## config.mk

```make
export PLATFORM = sky130hd
export DESIGN_NAME = hltb_classify
export DESIGN_NICKNAME = d
export VERILOG_FILES = /design/src/rtl/hltb_pkg.sv /design/src/rtl/hltb_classify.sv
export SDC_FILE = /design/constraint.sdc
export NUM_CORES = 1
export LEC_CHECK = 0
export BUFFER_PORTS_ARGS = -buffer_cell sky130_fd_sc_hd__buf_2
export CELL_PAD_IN_SITES_DETAIL_PLACEMENT = 1
export CELL_PAD_IN_SITES_GLOBAL_PLACEMENT = 2
export CORE_MARGIN = 2
export CORE_UTILIZATION = 34
export CTS_BUF_LIST = sky130_fd_sc_hd__clkbuf_16
export CTS_CLUSTER_SIZE = 16
export DETAILED_ROUTE_END_ITERATION = 6
export PLACE_DENSITY_LB_ADDON = 0.1
export SKIP_CTS_REPAIR_TIMING = 1
export SLEW_MARGIN = 10
export SYNTH_ARGS = -nofsm -noshare
export SYNTH_HDL_FRONTEND = slang
export SYNTH_SLANG_ARGS = --single-unit
```

## constraint.sdc

```tcl
create_clock -name clk -period 6.1 [get_ports clk]
set_clock_uncertainty 0.1 [all_clocks]
set_input_delay 1.22 -clock clk [delete_from_list [all_inputs] [get_ports clk]]
set_output_delay 1.22 -clock clk [all_outputs]
set_load 0.01 [all_outputs]
```

## src/rtl/hltb_pkg.sv

```systemverilog
// ----------------------------------------------------------------------------
// hltb_pkg
// shared types and constants of the height layer texel blend
// ----------------------------------------------------------------------------
package hltb_pkg;

  // fixed widths
  localparam int HEIGHT_W = 8;
  localparam int TEXEL_W  = 24;
  localparam int CHAN_W   = 8;
  localparam int BOUNDS_W = 32;
  localparam int CFG_IDX_W = 3;
  localparam int COUNT_W  = 3;
  localparam int SLOTS    = 4;

  // register indexes of the configuration port
  localparam logic [CFG_IDX_W-1:0] CFG_LAYER0      = 3'd0;
  localparam logic [CFG_IDX_W-1:0] CFG_LAYER_COUNT = 3'd4;

  localparam logic [COUNT_W-1:0] COUNT_RESET = 3'd4;

  // one lane request after classification
  typedef struct packed {
    logic [HEIGHT_W-1:0] num;
    logic [HEIGHT_W-1:0] den;
    logic                one;
    logic                zero;
    logic [TEXEL_W-1:0]  texel;
  } hltb_lane_t;

endpackage

```

## src/rtl/hltb_classify.sv

```systemverilog
// ----------------------------------------------------------------------------
// hltb_classify
// trapezoid band test for one layer, registered ramp numerator and denominator
// ----------------------------------------------------------------------------
module hltb_classify
  import hltb_pkg::*;
(
  input  logic                clk,
  input  logic                en,
  input  logic                active,
  input  logic [HEIGHT_W-1:0] height,
  input  logic [BOUNDS_W-1:0] bounds,
  input  logic [TEXEL_W-1:0]  texel,
  output hltb_lane_t          lane
);

  logic [HEIGHT_W-1:0] fmin;
  logic [HEIGHT_W-1:0] fmax;
  logic [HEIGHT_W-1:0] nmin;
  logic [HEIGHT_W-1:0] nmax;
  logic                full;
  logic                outside;
  hltb_lane_t          lane_next;

  assign fmin = bounds[7:0];
  assign fmax = bounds[15:8];
  assign nmin = bounds[23:16];
  assign nmax = bounds[31:24];

  assign full    = (height <= fmax) && (height >= fmin);
  assign outside = (height >= nmax) || (height <= nmin);

  always_comb begin
    lane_next.texel = texel;
    lane_next.one   = active && full;
    lane_next.zero  = !active || (!full && outside);
    if (height < fmin) begin
      // rising ramp below the full band
      lane_next.num = height - nmin;
      lane_next.den = fmin - nmin;
    end else begin
      // falling ramp above the full band
      lane_next.num = nmax - height;
      lane_next.den = nmax - fmax;
    end
  end

  always_ff @(posedge clk) begin
    if (en) begin
      lane <= lane_next;
    end
  end

endmodule

```

==> out/qor.txt <==
Status = finished clean
Layout cells sized above 1 = 28.3%
Net count, final = 554
CTS root buf = clkbuf_16
Slew HR = 37.1%
DRC viols = 0
# IOs = 109
Regs by FF count = lane: 42 flops
Vias = 2863
Die Area = 10600 um^2
Worst path depth = 10
RSZ-0062 raised after global routing = false
Dpl cells = 563
Detail Route Antenna Nets = 0
Commonest non-fill, non-tap cell in the layout = buf_2
Min-Delay Path Class = input pin to register
Clock slew at reported path FFs = 60 ps
Fraction of registers with async set or reset after synthesis = 0%
Worst path cell trace = buf_2, inv_1, ha_1, inv_1, fa_1, a21o_1, a311o_1, a21oi_1, xnor2_1, mux2_4
Max Cap Violations = 0
Hold_ws = 1010 ps
Initial antenna violation count = 0
Max Clk Rate = 0.307 GHz
Syn. warnings = 0
Crit path max-delay family = compound AO/OA/AOI/OAI gates
Filler-free cell count of the finished design = 571
Row count = 36
Final slew viol count = 0
Clk buf depth = 2
Worst vdd ir = 0.120 mV
Post-synth EDFFs = 42
Period minus WS final = 3250 ps
Slowest stage delay, CP = 420 ps
1st-pass router iterations = 4
CTS tree = built
Syn nets = 440
Core box area = 9640 um^2
Post-synthesis sequential area ratio = 37.8%
Synth area leaders = edfxtp_1, ha_1, inv_1
Final worst slack = 2850 ps
DP Worst Slack = 2520 ps
Synth area leader = edfxtp_1
Crit-path max FO = 3
H-tree depth = 2
CP Class = input pin to register
Die Y = 103 um
Synth Register Bits = 42
Drt wl/cell = 16.1 um
Starting Density = 34.6%
Tot GR Track Use = 17.9%
CP dominant cell by count = inv_1
Cts bufs inserted = 5
Top reg by flops = lane
Max FFs per register = 42
Synth unique cells = 49
DP HPWL = 7.73 mm
Gr ovfl total = 0
Drt total wl = 9.17 mm
CP required = 6040 ps
PD cells = 241 nW/um^2
Die width = 103 um
Port bufs = 108
Largest net degree at the start of global routing = 43
Routed via count divided by cell count = 5.01
Static Leak = 0.00199 uW
Mean Syn Cell Area = 10.3 um^2
Syn Inst Count = 323
ANT cells = 0
Final setup fails = 0
Wire length of the first global-routing pass = 14.5 mm
Vias in the first global route = 2943
Crit path buf inv count = 3
Fin Setup TNS = 0 ps
Tot Pwr = 1020 uW
Final GP Congestion = 0.791
Post-synth top flop = edfxtp_1
Hold Path Cell Cnt = 1
Fin crit share = 53.3%
Starting DRT DRC Count = 56
CP endpoint kind = register
Area fraction of the dominant cell type after synthesis = 37.8%
Area delta synth->final = 26.8%
Worst slew pin tran = 944 ps
Final Hold Violating Endpoints = 0
Worst path slowest cell = fa_1
Sink Count = 42
Startpoint types = input pin
Most frequent cells in the layout = buf_2, ha_1, inv_1
Mapped Area = 3340 um^2
Worst endpoint data arrival time = 3190 ps
[final cells by class]
type / instances / area (um^2)
Sequential cell: 42 / 1260
Timing Repair Buffer: 108 / 541
Clock inverter: 3 / 68.8
Inverter: 44 / 165
Tap cell: 133 / 166
Fill cell: 1150 / 5410
Clock buffer: 5 / 125
Multi-Input combinational cell: 236 / 1910
[synthesized netlist by cell type, types with 2 or more instances]
cell type  count
nor2_1        10
nand4_1        7
a21oi_1       24
nor3_1         7
o211ai_1       3
and2_1         2
o31a_1         2
xnor2_1        9
nand2_1       14
a31oi_1        2
edfxtp_1      42
fa_1           4
nor2b_1       10
o31ai_1        7
o21ai_0       14
mux2i_1       14
xor2_1         6
inv_1         44
a311o_1        2
o21a_1        11
nor4_1         2
mux2_1         2
and3_1         2
a21o_1         4
nand2b_1       8
nor3b_1        3
ha_1          46
[stage by stage]
stage,cell area [um^2],utilization [%]
floorplan,3340,-
global placement,4040,41.9
detailed placement,4040,41.9
CTS,4230,43.9
global route,4230,43.9
finish,4230,43.9
[cells by family after synthesis]
group	after synthesis	share of synthesized area, %
xor gates and xnor gates	15	3.94
and+or+nand+nor	72	11.9
muxes	17	5.32
DFF	42	37.8
AOI/OAI and AO/OA	82	16.3
adders and majority gates	50	19.6
buffers and inverters	45	5.10
[metal layers]
layer	vias up	wire [um]	track usage, %
met2	82	4490	31.7
met1	1356	4040	22.0
li1	1415	-	-
met4	0	161	5.26
met5	-	0	0
met3	10	478	3.39
[report_power, final]
part	switching [uW]	leakage [uW]	internal, uW
registers	6.97	0.000411	361
clock network	112	0.0000940	235
logic	170	0.00148	135
[path summary, 6_finish.rpt]
kind       from                  to  slack (ps)
max   height[0]  lane[40]$_DFFE_PP_        2850
min   texel[14]  lane[14]$_DFFE_PP_        1010
(Power assumes the default switching activity.)
