===== src/rtl/hltb_pkg.sv =====
// ----------------------------------------------------------------------------
// hltb_pkg
// shared types and constants of the height layer texel blend
// ----------------------------------------------------------------------------
package hltb_pkg;

  // fixed widths
  localparam int HEIGHT_W = 8;
  localparam int TEXEL_W  = 24;
  localparam int CHAN_W   = 8;
  localparam int BOUNDS_W = 32;
  localparam int CFG_IDX_W = 3;
  localparam int COUNT_W  = 3;
  localparam int SLOTS    = 4;

  // register indexes of the configuration port
  localparam logic [CFG_IDX_W-1:0] CFG_LAYER0      = 3'd0;
  localparam logic [CFG_IDX_W-1:0] CFG_LAYER_COUNT = 3'd4;

  localparam logic [COUNT_W-1:0] COUNT_RESET = 3'd4;

  // one lane request after classification
  typedef struct packed {
    logic [HEIGHT_W-1:0] num;
    logic [HEIGHT_W-1:0] den;
    logic                one;
    logic                zero;
    logic [TEXEL_W-1:0]  texel;
  } hltb_lane_t;

endpackage


===== src/rtl/hltb_blend.sv =====
// ----------------------------------------------------------------------------
// hltb_blend
// weighted channel products, per-channel sums and saturation to eight bits
// ----------------------------------------------------------------------------
module hltb_blend
  import hltb_pkg::*;
#(
  parameter int FRAC  = 16,
  parameter int LANES = 4
) (
  input  logic               clk,
  input  logic [2:0]         en,
  input  logic [FRAC:0]      weight [LANES],
  input  logic [TEXEL_W-1:0] texel  [LANES],
  output logic [CHAN_W-1:0]  red,
  output logic [CHAN_W-1:0]  green,
  output logic [CHAN_W-1:0]  blue,
  output logic               clipped
);

  localparam int PROD_W = CHAN_W + FRAC + 1;
  localparam int SUM_W  = PROD_W + 2;
  localparam int INT_W  = SUM_W - FRAC;

  logic [PROD_W-1:0] prod [LANES][3];
  logic [SUM_W-1:0]  sum  [3];
  logic [SUM_W-1:0]  sum_next [3];
  logic [INT_W-1:0]  whole [3];
  logic [2:0]        over;
  logic [CHAN_W-1:0] chan [3];

  for (genvar l = 0; l < LANES; l++) begin : g_lane
    for (genvar c = 0; c < 3; c++) begin : g_chan
      always_ff @(posedge clk) begin
        if (en[0]) begin
          prod[l][c] <= PROD_W'(texel[l][CHAN_W*c +: CHAN_W]) * PROD_W'(weight[l]);
        end
      end
    end
  end

  always_comb begin
    for (int c = 0; c < 3; c++) begin
      sum_next[c] = '0;
      for (int l = 0; l < LANES; l++) begin
        sum_next[c] = sum_next[c] + SUM_W'(prod[l][c]);
      end
    end
  end

  always_ff @(posedge clk) begin
    if (en[1]) begin
      sum <= sum_next;
    end
  end

  for (genvar c = 0; c < 3; c++) begin : g_sat
    assign whole[c] = sum[c][SUM_W-1:FRAC];
    assign over[c]  = |whole[c][INT_W-1:CHAN_W];
    assign chan[c]  = over[c] ? {CHAN_W{1'b1}} : whole[c][CHAN_W-1:0];
  end

  always_ff @(posedge clk) begin
    if (en[2]) begin
      red     <= chan[0];
      green   <= chan[1];
      blue    <= chan[2];
      clipped <= |over;
    end
  end

endmodule

===== config.mk =====
export PLATFORM = sky130hd
export DESIGN_NAME = hltb_blend
export DESIGN_NICKNAME = d
export VERILOG_FILES = /design/src/rtl/hltb_pkg.sv /design/src/rtl/hltb_blend.sv
export SDC_FILE = /design/constraint.sdc
export NUM_CORES = 2
export LEC_CHECK = 0
export BUFFER_PORTS_ARGS = -buffer_cell sky130_fd_sc_hd__buf_4
export CORE_AREA = 2 2 332 416
export DETAILED_ROUTE_END_ITERATION = 6
export DIE_AREA = 0 0 334 418
export PLACE_DENSITY_LB_ADDON = 0.2
export RECOVER_POWER = 50
export SLEW_MARGIN = 20
export SYNTH_ARGS = -nofsm -noshare
export SYNTH_HDL_FRONTEND = slang
export SYNTH_SLANG_ARGS = --single-unit
export TNS_END_PERCENT = 30

===== constraint.sdc =====
create_clock -name clk -period 6.43 [get_ports clk]
set_input_delay 0 -clock clk [delete_from_list [all_inputs] [get_ports clk]]
set_output_delay 0 -clock clk [all_outputs]
set_load 0.01 [all_outputs]

==> reports/metrics.cfg <==
[route]
first_pass_iters = 6
routed_wirelength_microns = 176000
drtAntennaViolNets = 0
drc_errors = 0
vias = 46400
drtIter0Drc = 2678
wl_per_cell_microns = 20.4
vias_per_cell = 5.39

[floorplanning]
start_util_pct = 49.8
die_y_microns = 418
core_area_sq_um = 135000
num_rows = 151
dieWidth_microns = 334
dieArea_sq_um = 140000
num_io_pins = 193

[pwr]
power_frac_seq_pct = 16.3
vdd_drop_max_mv = 0.457
clockPowerShare_pct = 7.3
powerDensity_nw_per_um2 = 513
power_mw = 36.9
cellInternalPower_mw = 18.3
p_sw_share_pct = 50.3
power.net_switching_mw = 18.5
pwr-share-comb_pct = 76.4
leakage_nw = 34.6

[timing]
hold_viol = 0
skew_ns = 0.0256
final.min_clock_period_ns = 5.38
final_max_slew_viol_count = 202
fmax_mhz = 186
rsz0062_at_grt = no
worst_pin_slew_ns = 4.16
setup_tns_ns = 0
setup_viol = 0
fin_crit_sh_pct = 83.6
slew_headroom_pct = -177

[synthesis]
synth_edf_count = 358
yosysSeqAreaShare_pct = 16.0
synth_cells = 6771
synth_nets = 8778
synth-main-ff-cell = edfxtp_1
syn_avg_cell_area_sq_um = 9.95
synth.distinct_cells = 73
ys_seq_elements = 358
synthArstFlopShare_pct = 0
yosysWarnings = 0
synth_area_sq_um = 67400

[worst_setup_path]
path_max_fanout = 17
critPathRequiredTime_ns = 6.77
crit_arrival_ns = 5.72
max_stage_delay_ns = 0.77
startpoint_type = primary input
rrSetupSlack_ns = 2.24
crit_slowest_cell = clkbuf_1
crit_top_cell = fa_1
r2r_cells = 12
crit_path_end = prod[0][74]$_DFFE_PP_
worstPathCellList = dlygate4sd3_1 > clkbuf_1 > and2_1 > fa_1 > fa_1 > inv_1 > fa_1 > inv_1 > ha_1 > a2111oi_0 > o21ai_1 > o211a_2 > o41ai_4 > o21ai_2 > a221o_1 > a21o_1 > a221oi_2 > xnor2_1
crit_start = texel[72]
rr_startpoint = prod[0][55]$_DFFE_PP_
reg2reg_to = sum[79]$_DFFE_PP_
worstSetupEndpointType = flop
crit_type = primary input to flop

[cts]
post_cts_buffers = 0
clkTransAtPathRegs_ns = 0.07
cts-root-buf = clkbuf_16
postCtsHoldBufs = 30
numCtsBuffers = 41
cts_resized = 0
clock_latency_ns = 0.61
cts_max_level = 2
clockBufferDepth = 3
clock_sinks = 358
cts_tree = done

[place]
hpwl_microns = 139000
port_buffers = 192
place.gp.congestion = 0.931

[finish]
final_cell_mix = and2_1 (1387), inv_1 (1273), fa_1 (1227)
regArea_sq_um = 10800
nets = 8810
fillerInstances = 12200
drive_above_1_share_pct = 3.54
final_common_cell = and2_1
multi_input_area_sq_um = 50900
areaGrowthSynthToFinish_pct = 6.66

[hold_path]
hp-start = texel[1]
hold_path_depth = 3
hold_class = primary input to flop

[global_routing]
grt_overflow = 0
first_global_vias = 50000
grt_max_degree = 172
antenna_found_initial = 16
grt_first_pass_wirelength_microns = 281000
grt_util_all_layers_pct = 26.0

[run_status]
violations = max-capacitance violations, max-slew violations
status = finished, violations left

[job]
drv_cap = 5

state kept, by name, indices dropped and copies added, names as in the netlist:
register / cells
sum: 33
green: 8
red: 8
blue: 8
clipped: 1
prod: 300
through the flow:
step | cell area, sq um | hold WS (ns) | util [%] | setup slack [ns] | cells
after global placement | 70200 | 0.410 | 51.9 | 1.22 | 8489
after CTS | 72000 | 0.000805 | 53.2 | 1.66 | 8594
final | 71800 | 0.0262 | 53.1 | 1.05 | 8597
after global routing | 71800 | 0.00451 | 53.1 | 0.891 | 8594
after detailed placement | 70200 | 0.408 | 51.9 | 1.15 | 8489
after floorplan | 67400 | 0.112 | - | 1.58 | 6771
power groups by stage:
| stage | Sequential [mW] | Combinational [mW] | Clock (mW) |
|---|---|---|---|
| final | 6.01 | 28.2 | 2.71 |
| after global routing | 6.11 | 31.6 | 2.83 |
| after CTS | 6.03 | 28.2 | 2.76 |
| after detailed placement | 6.05 | 27.9 | 0 |
| after global placement | 6.06 | 27.6 | 0 |
| after floorplan | 5.49 | 20.0 | 0 |
cell usage after synthesis (52+ instances only):
master    count  area share [%]
nor2_1      148            0.82
a21oi_1     197             1.5
nand2_1     345             1.9
nand2b_1     52            0.48
clkbuf_1    239             1.3
xnor2_1     184             2.4
o21ai_1      74            0.55
ha_1        612              11
and2_1     1404              13
xor2_1       59            0.77
a21o_1      121             1.3
inv_1      1273             7.1
fa_1       1227              36
edfxtp_1    358              16
kinds of logic (layout without fill, tap and decap cells):
logic type	Yosys count	in the layout	synth area share [%]
AOI/OAI and AO/OA	667	667	6.55
xor gates and xnor gates	243	243	3.16
adders and majority gates	1839	1839	47.8
buffers and inverters	1514	1578	8.44
DFF	358	358	16.0
muxes	1	1	0.0149
other	0	3	0
and+or+nand+nor	2149	2149	18.0
metal layers:
layer / wire length [microns] / GRT usage [%] / up-vias
li1: - / - / 21000
met1: 73500 / 33.8 / 24000
met2: 87100 / 44.9 / 1031
met3: 7900 / 2.78 / 287
met4: 7160 / 9.57 / 14
met5: 91 / 0 / -
how the worst min path moves through the flow:
stage                            end
4_1_cts        prod[1][51]$_DFFE_PP_
6_report       prod[3][51]$_DFFE_PP_
3_3_place_gp                green[3]
2_1_floorplan  blue[0]$_SDFFCE_PP1P_
3_5_place_dp                green[4]
5_1_grt        prod[3][25]$_DFFE_PP_
critical path, delay by kind of cell:
kind,cells,cell delay (ns)
and+or+nand+nor,1,0.27
AOI/OAI and AO/OA,8,2.09
xor gates and xnor gates,1,0.10
buffers and inverters,4,1.44
adders and majority gates,4,1.79
layout make-up:
cell class                 instances  share of cell area (%)
tap                             1759                    3.06
multi-input combinational       4899                    70.9
timing repair buffer             228                    2.27
inverter                        1275                    6.66
clock inverter                    32                   0.705
antenna                            3                  0.0104
clock buffer                      43                    1.44
sequential                       358                    15.0
Power figures use the tool's default switching activity.
