==> config.mk <==
export PLATFORM = sky130hd
export DESIGN_NAME = hltb_ramp_div
export DESIGN_NICKNAME = d
export VERILOG_FILES = /design/src/rtl/hltb_pkg.sv /design/src/rtl/hltb_ramp_div.sv
export SDC_FILE = /design/constraint.sdc
export NUM_CORES = 1
export LEC_CHECK = 0
export ABC_AREA = 1
export BUFFER_PORTS_ARGS = -buffer_cell sky130_fd_sc_hd__buf_2
export CAP_MARGIN = 5
export CORE_MARGIN = 5
export CORE_UTILIZATION = 60
export DETAILED_ROUTE_END_ITERATION = 8
export PLACE_DENSITY = 0.74
export SLEW_MARGIN = 20
export SYNTH_ARGS = -nofsm -noshare
export SYNTH_HDL_FRONTEND = slang
export SYNTH_SLANG_ARGS = --single-unit
==> constraint.sdc <==
create_clock -name clk -period 2.6 [get_ports clk]
set_input_delay 0 -clock clk [delete_from_list [all_inputs] [get_ports clk]]
set_output_delay 0 -clock clk [all_outputs]
set_load 0.1 [all_outputs]
==> src/rtl/hltb_pkg.sv <==
// ----------------------------------------------------------------------------
// hltb_pkg
// shared types and constants of the height layer texel blend
// ----------------------------------------------------------------------------
package hltb_pkg;

  // fixed widths
  localparam int HEIGHT_W = 8;
  localparam int TEXEL_W  = 24;
  localparam int CHAN_W   = 8;
  localparam int BOUNDS_W = 32;
  localparam int CFG_IDX_W = 3;
  localparam int COUNT_W  = 3;
  localparam int SLOTS    = 4;

  // register indexes of the configuration port
  localparam logic [CFG_IDX_W-1:0] CFG_LAYER0      = 3'd0;
  localparam logic [CFG_IDX_W-1:0] CFG_LAYER_COUNT = 3'd4;

  localparam logic [COUNT_W-1:0] COUNT_RESET = 3'd4;

  // one lane request after classification
  typedef struct packed {
    logic [HEIGHT_W-1:0] num;
    logic [HEIGHT_W-1:0] den;
    logic                one;
    logic                zero;
    logic [TEXEL_W-1:0]  texel;
  } hltb_lane_t;

endpackage

==> src/rtl/hltb_ramp_div.sv <==
// ----------------------------------------------------------------------------
// hltb_ramp_div
// pipelined restoring divider, one weight bit per stage, for one layer
// ----------------------------------------------------------------------------
module hltb_ramp_div
  import hltb_pkg::*;
#(
  parameter int FRAC = 16
) (
  input  logic               clk,
  input  logic [FRAC-1:0]    en,
  input  hltb_lane_t         lane,
  output logic [FRAC:0]      weight,
  output logic [TEXEL_W-1:0] texel
);

  logic [HEIGHT_W-1:0] rem   [FRAC];
  logic [FRAC-1:0]     quo   [FRAC];
  logic [HEIGHT_W-1:0] den   [FRAC];
  logic                one   [FRAC];
  logic                zero  [FRAC];
  logic [TEXEL_W-1:0]  tex   [FRAC];

  for (genvar s = 0; s < FRAC; s++) begin : g_step
    logic [HEIGHT_W-1:0] rem_in;
    logic [FRAC-1:0]     quo_in;
    logic [HEIGHT_W-1:0] den_in;
    logic                one_in;
    logic                zero_in;
    logic [TEXEL_W-1:0]  tex_in;
    logic [HEIGHT_W:0]   shifted;
    logic                ge;
    logic [HEIGHT_W:0]   diff;

    if (s == 0) begin : g_first
      assign rem_in  = lane.num;
      assign quo_in  = '0;
      assign den_in  = lane.den;
      assign one_in  = lane.one;
      assign zero_in = lane.zero;
      assign tex_in  = lane.texel;
    end else begin : g_next
      assign rem_in  = rem[s-1];
      assign quo_in  = quo[s-1];
      assign den_in  = den[s-1];
      assign one_in  = one[s-1];
      assign zero_in = zero[s-1];
      assign tex_in  = tex[s-1];
    end

    assign shifted = {rem_in, 1'b0};
    assign ge      = shifted >= {1'b0, den_in};
    assign diff    = shifted - {1'b0, den_in};

    always_ff @(posedge clk) begin
      if (en[s]) begin
        // remainder stays below the divisor, so it fits in eight bits
        rem[s]  <= ge ? diff[HEIGHT_W-1:0] : shifted[HEIGHT_W-1:0];
        quo[s]  <= {quo_in[FRAC-2:0], ge};
        den[s]  <= den_in;
        one[s]  <= one_in;
        zero[s] <= zero_in;
        tex[s]  <= tex_in;
      end
    end
  end

  always_comb begin
    if (one[FRAC-1]) begin
      weight = {1'b1, {FRAC{1'b0}}};
    end else if (zero[FRAC-1]) begin
      weight = '0;
    end else begin
      weight = {1'b0, quo[FRAC-1]};
    end
  end

  assign texel = tex[FRAC-1];

endmodule

==> results_dict.tcl <==
set metrics [dict create \
    status "finished clean" \
    drc 0 \
    cts_buffer_depth 3 \
    htreeDepth 3 \
    synth-edff-count 792 \
    power.density_nw_per_um2 990 \
    drtPass1Iterations 6 \
    cp_cell_sequence "or2_2 -> nor2_1 -> buf_2" \
    synth_top_cell_by_area "edfxtp_1" \
    dpl_cell_area_um2 34000 \
    relSlewSlack 0.262 \
    max_freq_ghz 0.483 \
    cp_max_fo 16 \
    finalSetupViolCount 0 \
    drt_iter0_drc 1042 \
    area.growth.synth_to_final_pct 13.2 \
    ios 100 \
    period_needed_ns 2.07 \
    synth.distinct_cells 34 \
    vias 17558 \
    grt_pass1_vias 18225 \
    synth_nets 2611 \
    tritoncts "built" \
    synth_top_flop_cell "edfxtp_1" \
    regArea_um2 23800 \
    final_nets 2848 \
    p_total_uw 36700 \
    drive_gt1_frac 0.129 \
    postCtsResizedCells 0 \
    synthCells 2410 \
    grt_start_max_net_pins 58 \
    wl_per_cell_um 15.8 \
    hold_viol_final 0 \
    synth.area.top_cells "edfxtp_1 (73%), nand2_1 (6.8%), ha_1 (4.9%), inv_1 (3.8%), nand3_1 (3.0%)" \
    grt_pass1_wl_um 90300 \
    skew_ns 0.0168 \
    hold_buffers 57 \
    totalWireLength_um 53800 \
    cts_post_setup_buffers_inserted 0 \
    crit_family "simple AND/OR/NAND/NOR gates" \
    design_area_um2 37000 \
    port_buffers 99 \
    switching_power_uw 11100 \
    hold_class "in2reg" \
    rsz0062_at_grt "false" \
    crit_arrival_ns 2.07 \
    p_leak_uw 0.0156 \
    async_reset_ff_frac 0 \
    die-area_um2 59300 \
    fin_setup_tns_ns 0 \
    netlist_area_um2 32700 \
    globalplace.congestion 0.882 \
    coreArea_um2 53900 \
    power_frac_clock 0.289 \
    fillers 3730 \
    antenna_found_initial 0 \
    cp_data_required_time_ns 2.60 \
    worstSetupStartpointType "flop" \
    antenna_left 0 \
    worst-slew-pin-transition_ns 1.11 \
    gr-usage-all-layers 0.188 \
    dp_hpwl_um 39000 \
    clkSinkCount 792 \
    drt-vias-per-instance 5.17 \
    fin_util 0.687 \
    intPower_uw 25600 \
    final_cell_mix "edfxtp_1 (792), nand2_1 (591), inv_1 (328), nand3_1 (196), ha_1 (127)" \
    final_common_cell "edfxtp_1" \
    synth_seq_area_share 0.727 \
    p_sw_frac 0.303 \
    min_period_over_period 0.796 \
    ys_seq_elements 792 \
    clock_latency_ns 0.61 \
    cp_slowest_cell "or2_2" \
    clkTransAtPathRegs_ns 0.06 \
    rows 85 \
    antennaDiodeCount 0 \
    multiInputGateArea_um2 7450 \
    slew_violations 0 \
    vdd_ir_drop_max_mv 0.610 \
    max_stage_delay_ns 0.46 \
    synth_top_area_frac 0.727 \
    syn_avg_cell_area_um2 13.6 \
    drv_cap 0 \
    critical_path_buf_inv_count 1 \
    critPathKind "reg2out" \
    root_buffer "clkbuf_16" \
    p_comb_frac 0.244 \
    die_height_um 243 \
    numCtsBuffers 78 \
    fp.dieW_um 243 \
    seqPwrFrac 0.468 \
    grt.overflow.total 0 \
    initial_core_util 0.606 \
    yosys_warnings 0 \
    endpoint_kind "output pin" \
]
## final timing paths
kind	startpoint	to	slack, ns	cells after the start
max	one[1][7]$_DFFE_PP_	weight[6]	0.53	3
min	en[4]	quo[0][66]$_DFFE_PP_	0.03	2
max reg2reg	den[0][9]$_DFFE_PP_	rem[0][18]$_DFFE_PP_	0.56	8
min reg2reg	tex[0][9]$_DFFE_PP_	tex[0][33]$_DFFE_PP_	0.40	0
## power by group through the flow
stage	Clock (uW)	Sequential [uW]	Combinational [uW]
after floorplan	0	17100	6920
after global placement	0	17400	8510
after detailed placement	0	17400	8780
after CTS	10900	17100	8910
after global routing	11500	17300	10200
final	10600	17100	8930
## stage by stage
stage | hold slack (ns) | setup WS (ns) | cells
CTS | 0.0149 | 0.460 | 3398
finish | 0.0311 | 0.531 | 3399
global placement | 0.178 | 0.605 | 3205
floorplan | 0.0989 | -0.183 | 2410
global route | 0.0459 | 0.392 | 3399
detailed placement | 0.178 | 0.584 | 3205
## final cells by class
| cell class | count | area share |
|---|---|---|
| tap | 696 | 0.0235 |
| clock buffer | 93 | 0.0548 |
| inverter | 343 | 0.0349 |
| clock inverter | 43 | 0.0105 |
| sequential | 792 | 0.642 |
| multi-input combinational | 1258 | 0.201 |
| timing repair buffer | 174 | 0.0326 |
## cell usage after synthesis (24+ instances only)
| library cell | number |
|---|---|
| a21oi_1 | 65 |
| edfxtp_1 | 792 |
| ha_1 | 127 |
| inv_1 | 328 |
| nand2_1 | 591 |
| nand2_2 | 26 |
| nand2_4 | 29 |
| nand3_1 | 196 |
| nand4_1 | 24 |
| nor2_1 | 75 |
| xor2_1 | 30 |
## cells by family (layout without fill, tap and decap cells)
kind of cell / count (synthesis) / count (layout) / synth area share
AO/OA/AOI/OAI: 94 / 94 / 0.0200
XOR/XNOR: 45 / 45 / 0.0121
adder cells (fa/ha/maj): 142 / 142 / 0.0578
flip-flops: 792 / 792 / 0.727
buffers and inverters: 360 / 653 / 0.0450
AND/OR/NAND/NOR: 977 / 977 / 0.138
## worst register-to-register path, cell delays in order (launching register included)
cell	delay, ns
edfxtp_1	0.42
inv_1	0.07
ha_1	0.31
ha_1	0.21
and3_1	0.18
a21oi_4	0.32
nand2_4	0.14
nand2_1	0.08
nand2_1	0.07
## sequential cells by signal, indices dropped and copies added (netlist names)
name  count
rem     120
quo     136
one      16
zero     16
den     120
tex     384
## metal layers
metal,track usage,part of all wire,vias to the layer above
met3,0.0323,0.049,113
li1,-,-,8752
met5,0,0,-
met2,0.328,0.51,436
met4,0.0728,0.032,0
met1,0.236,0.41,8257
Power figures use the tool's default switching activity.
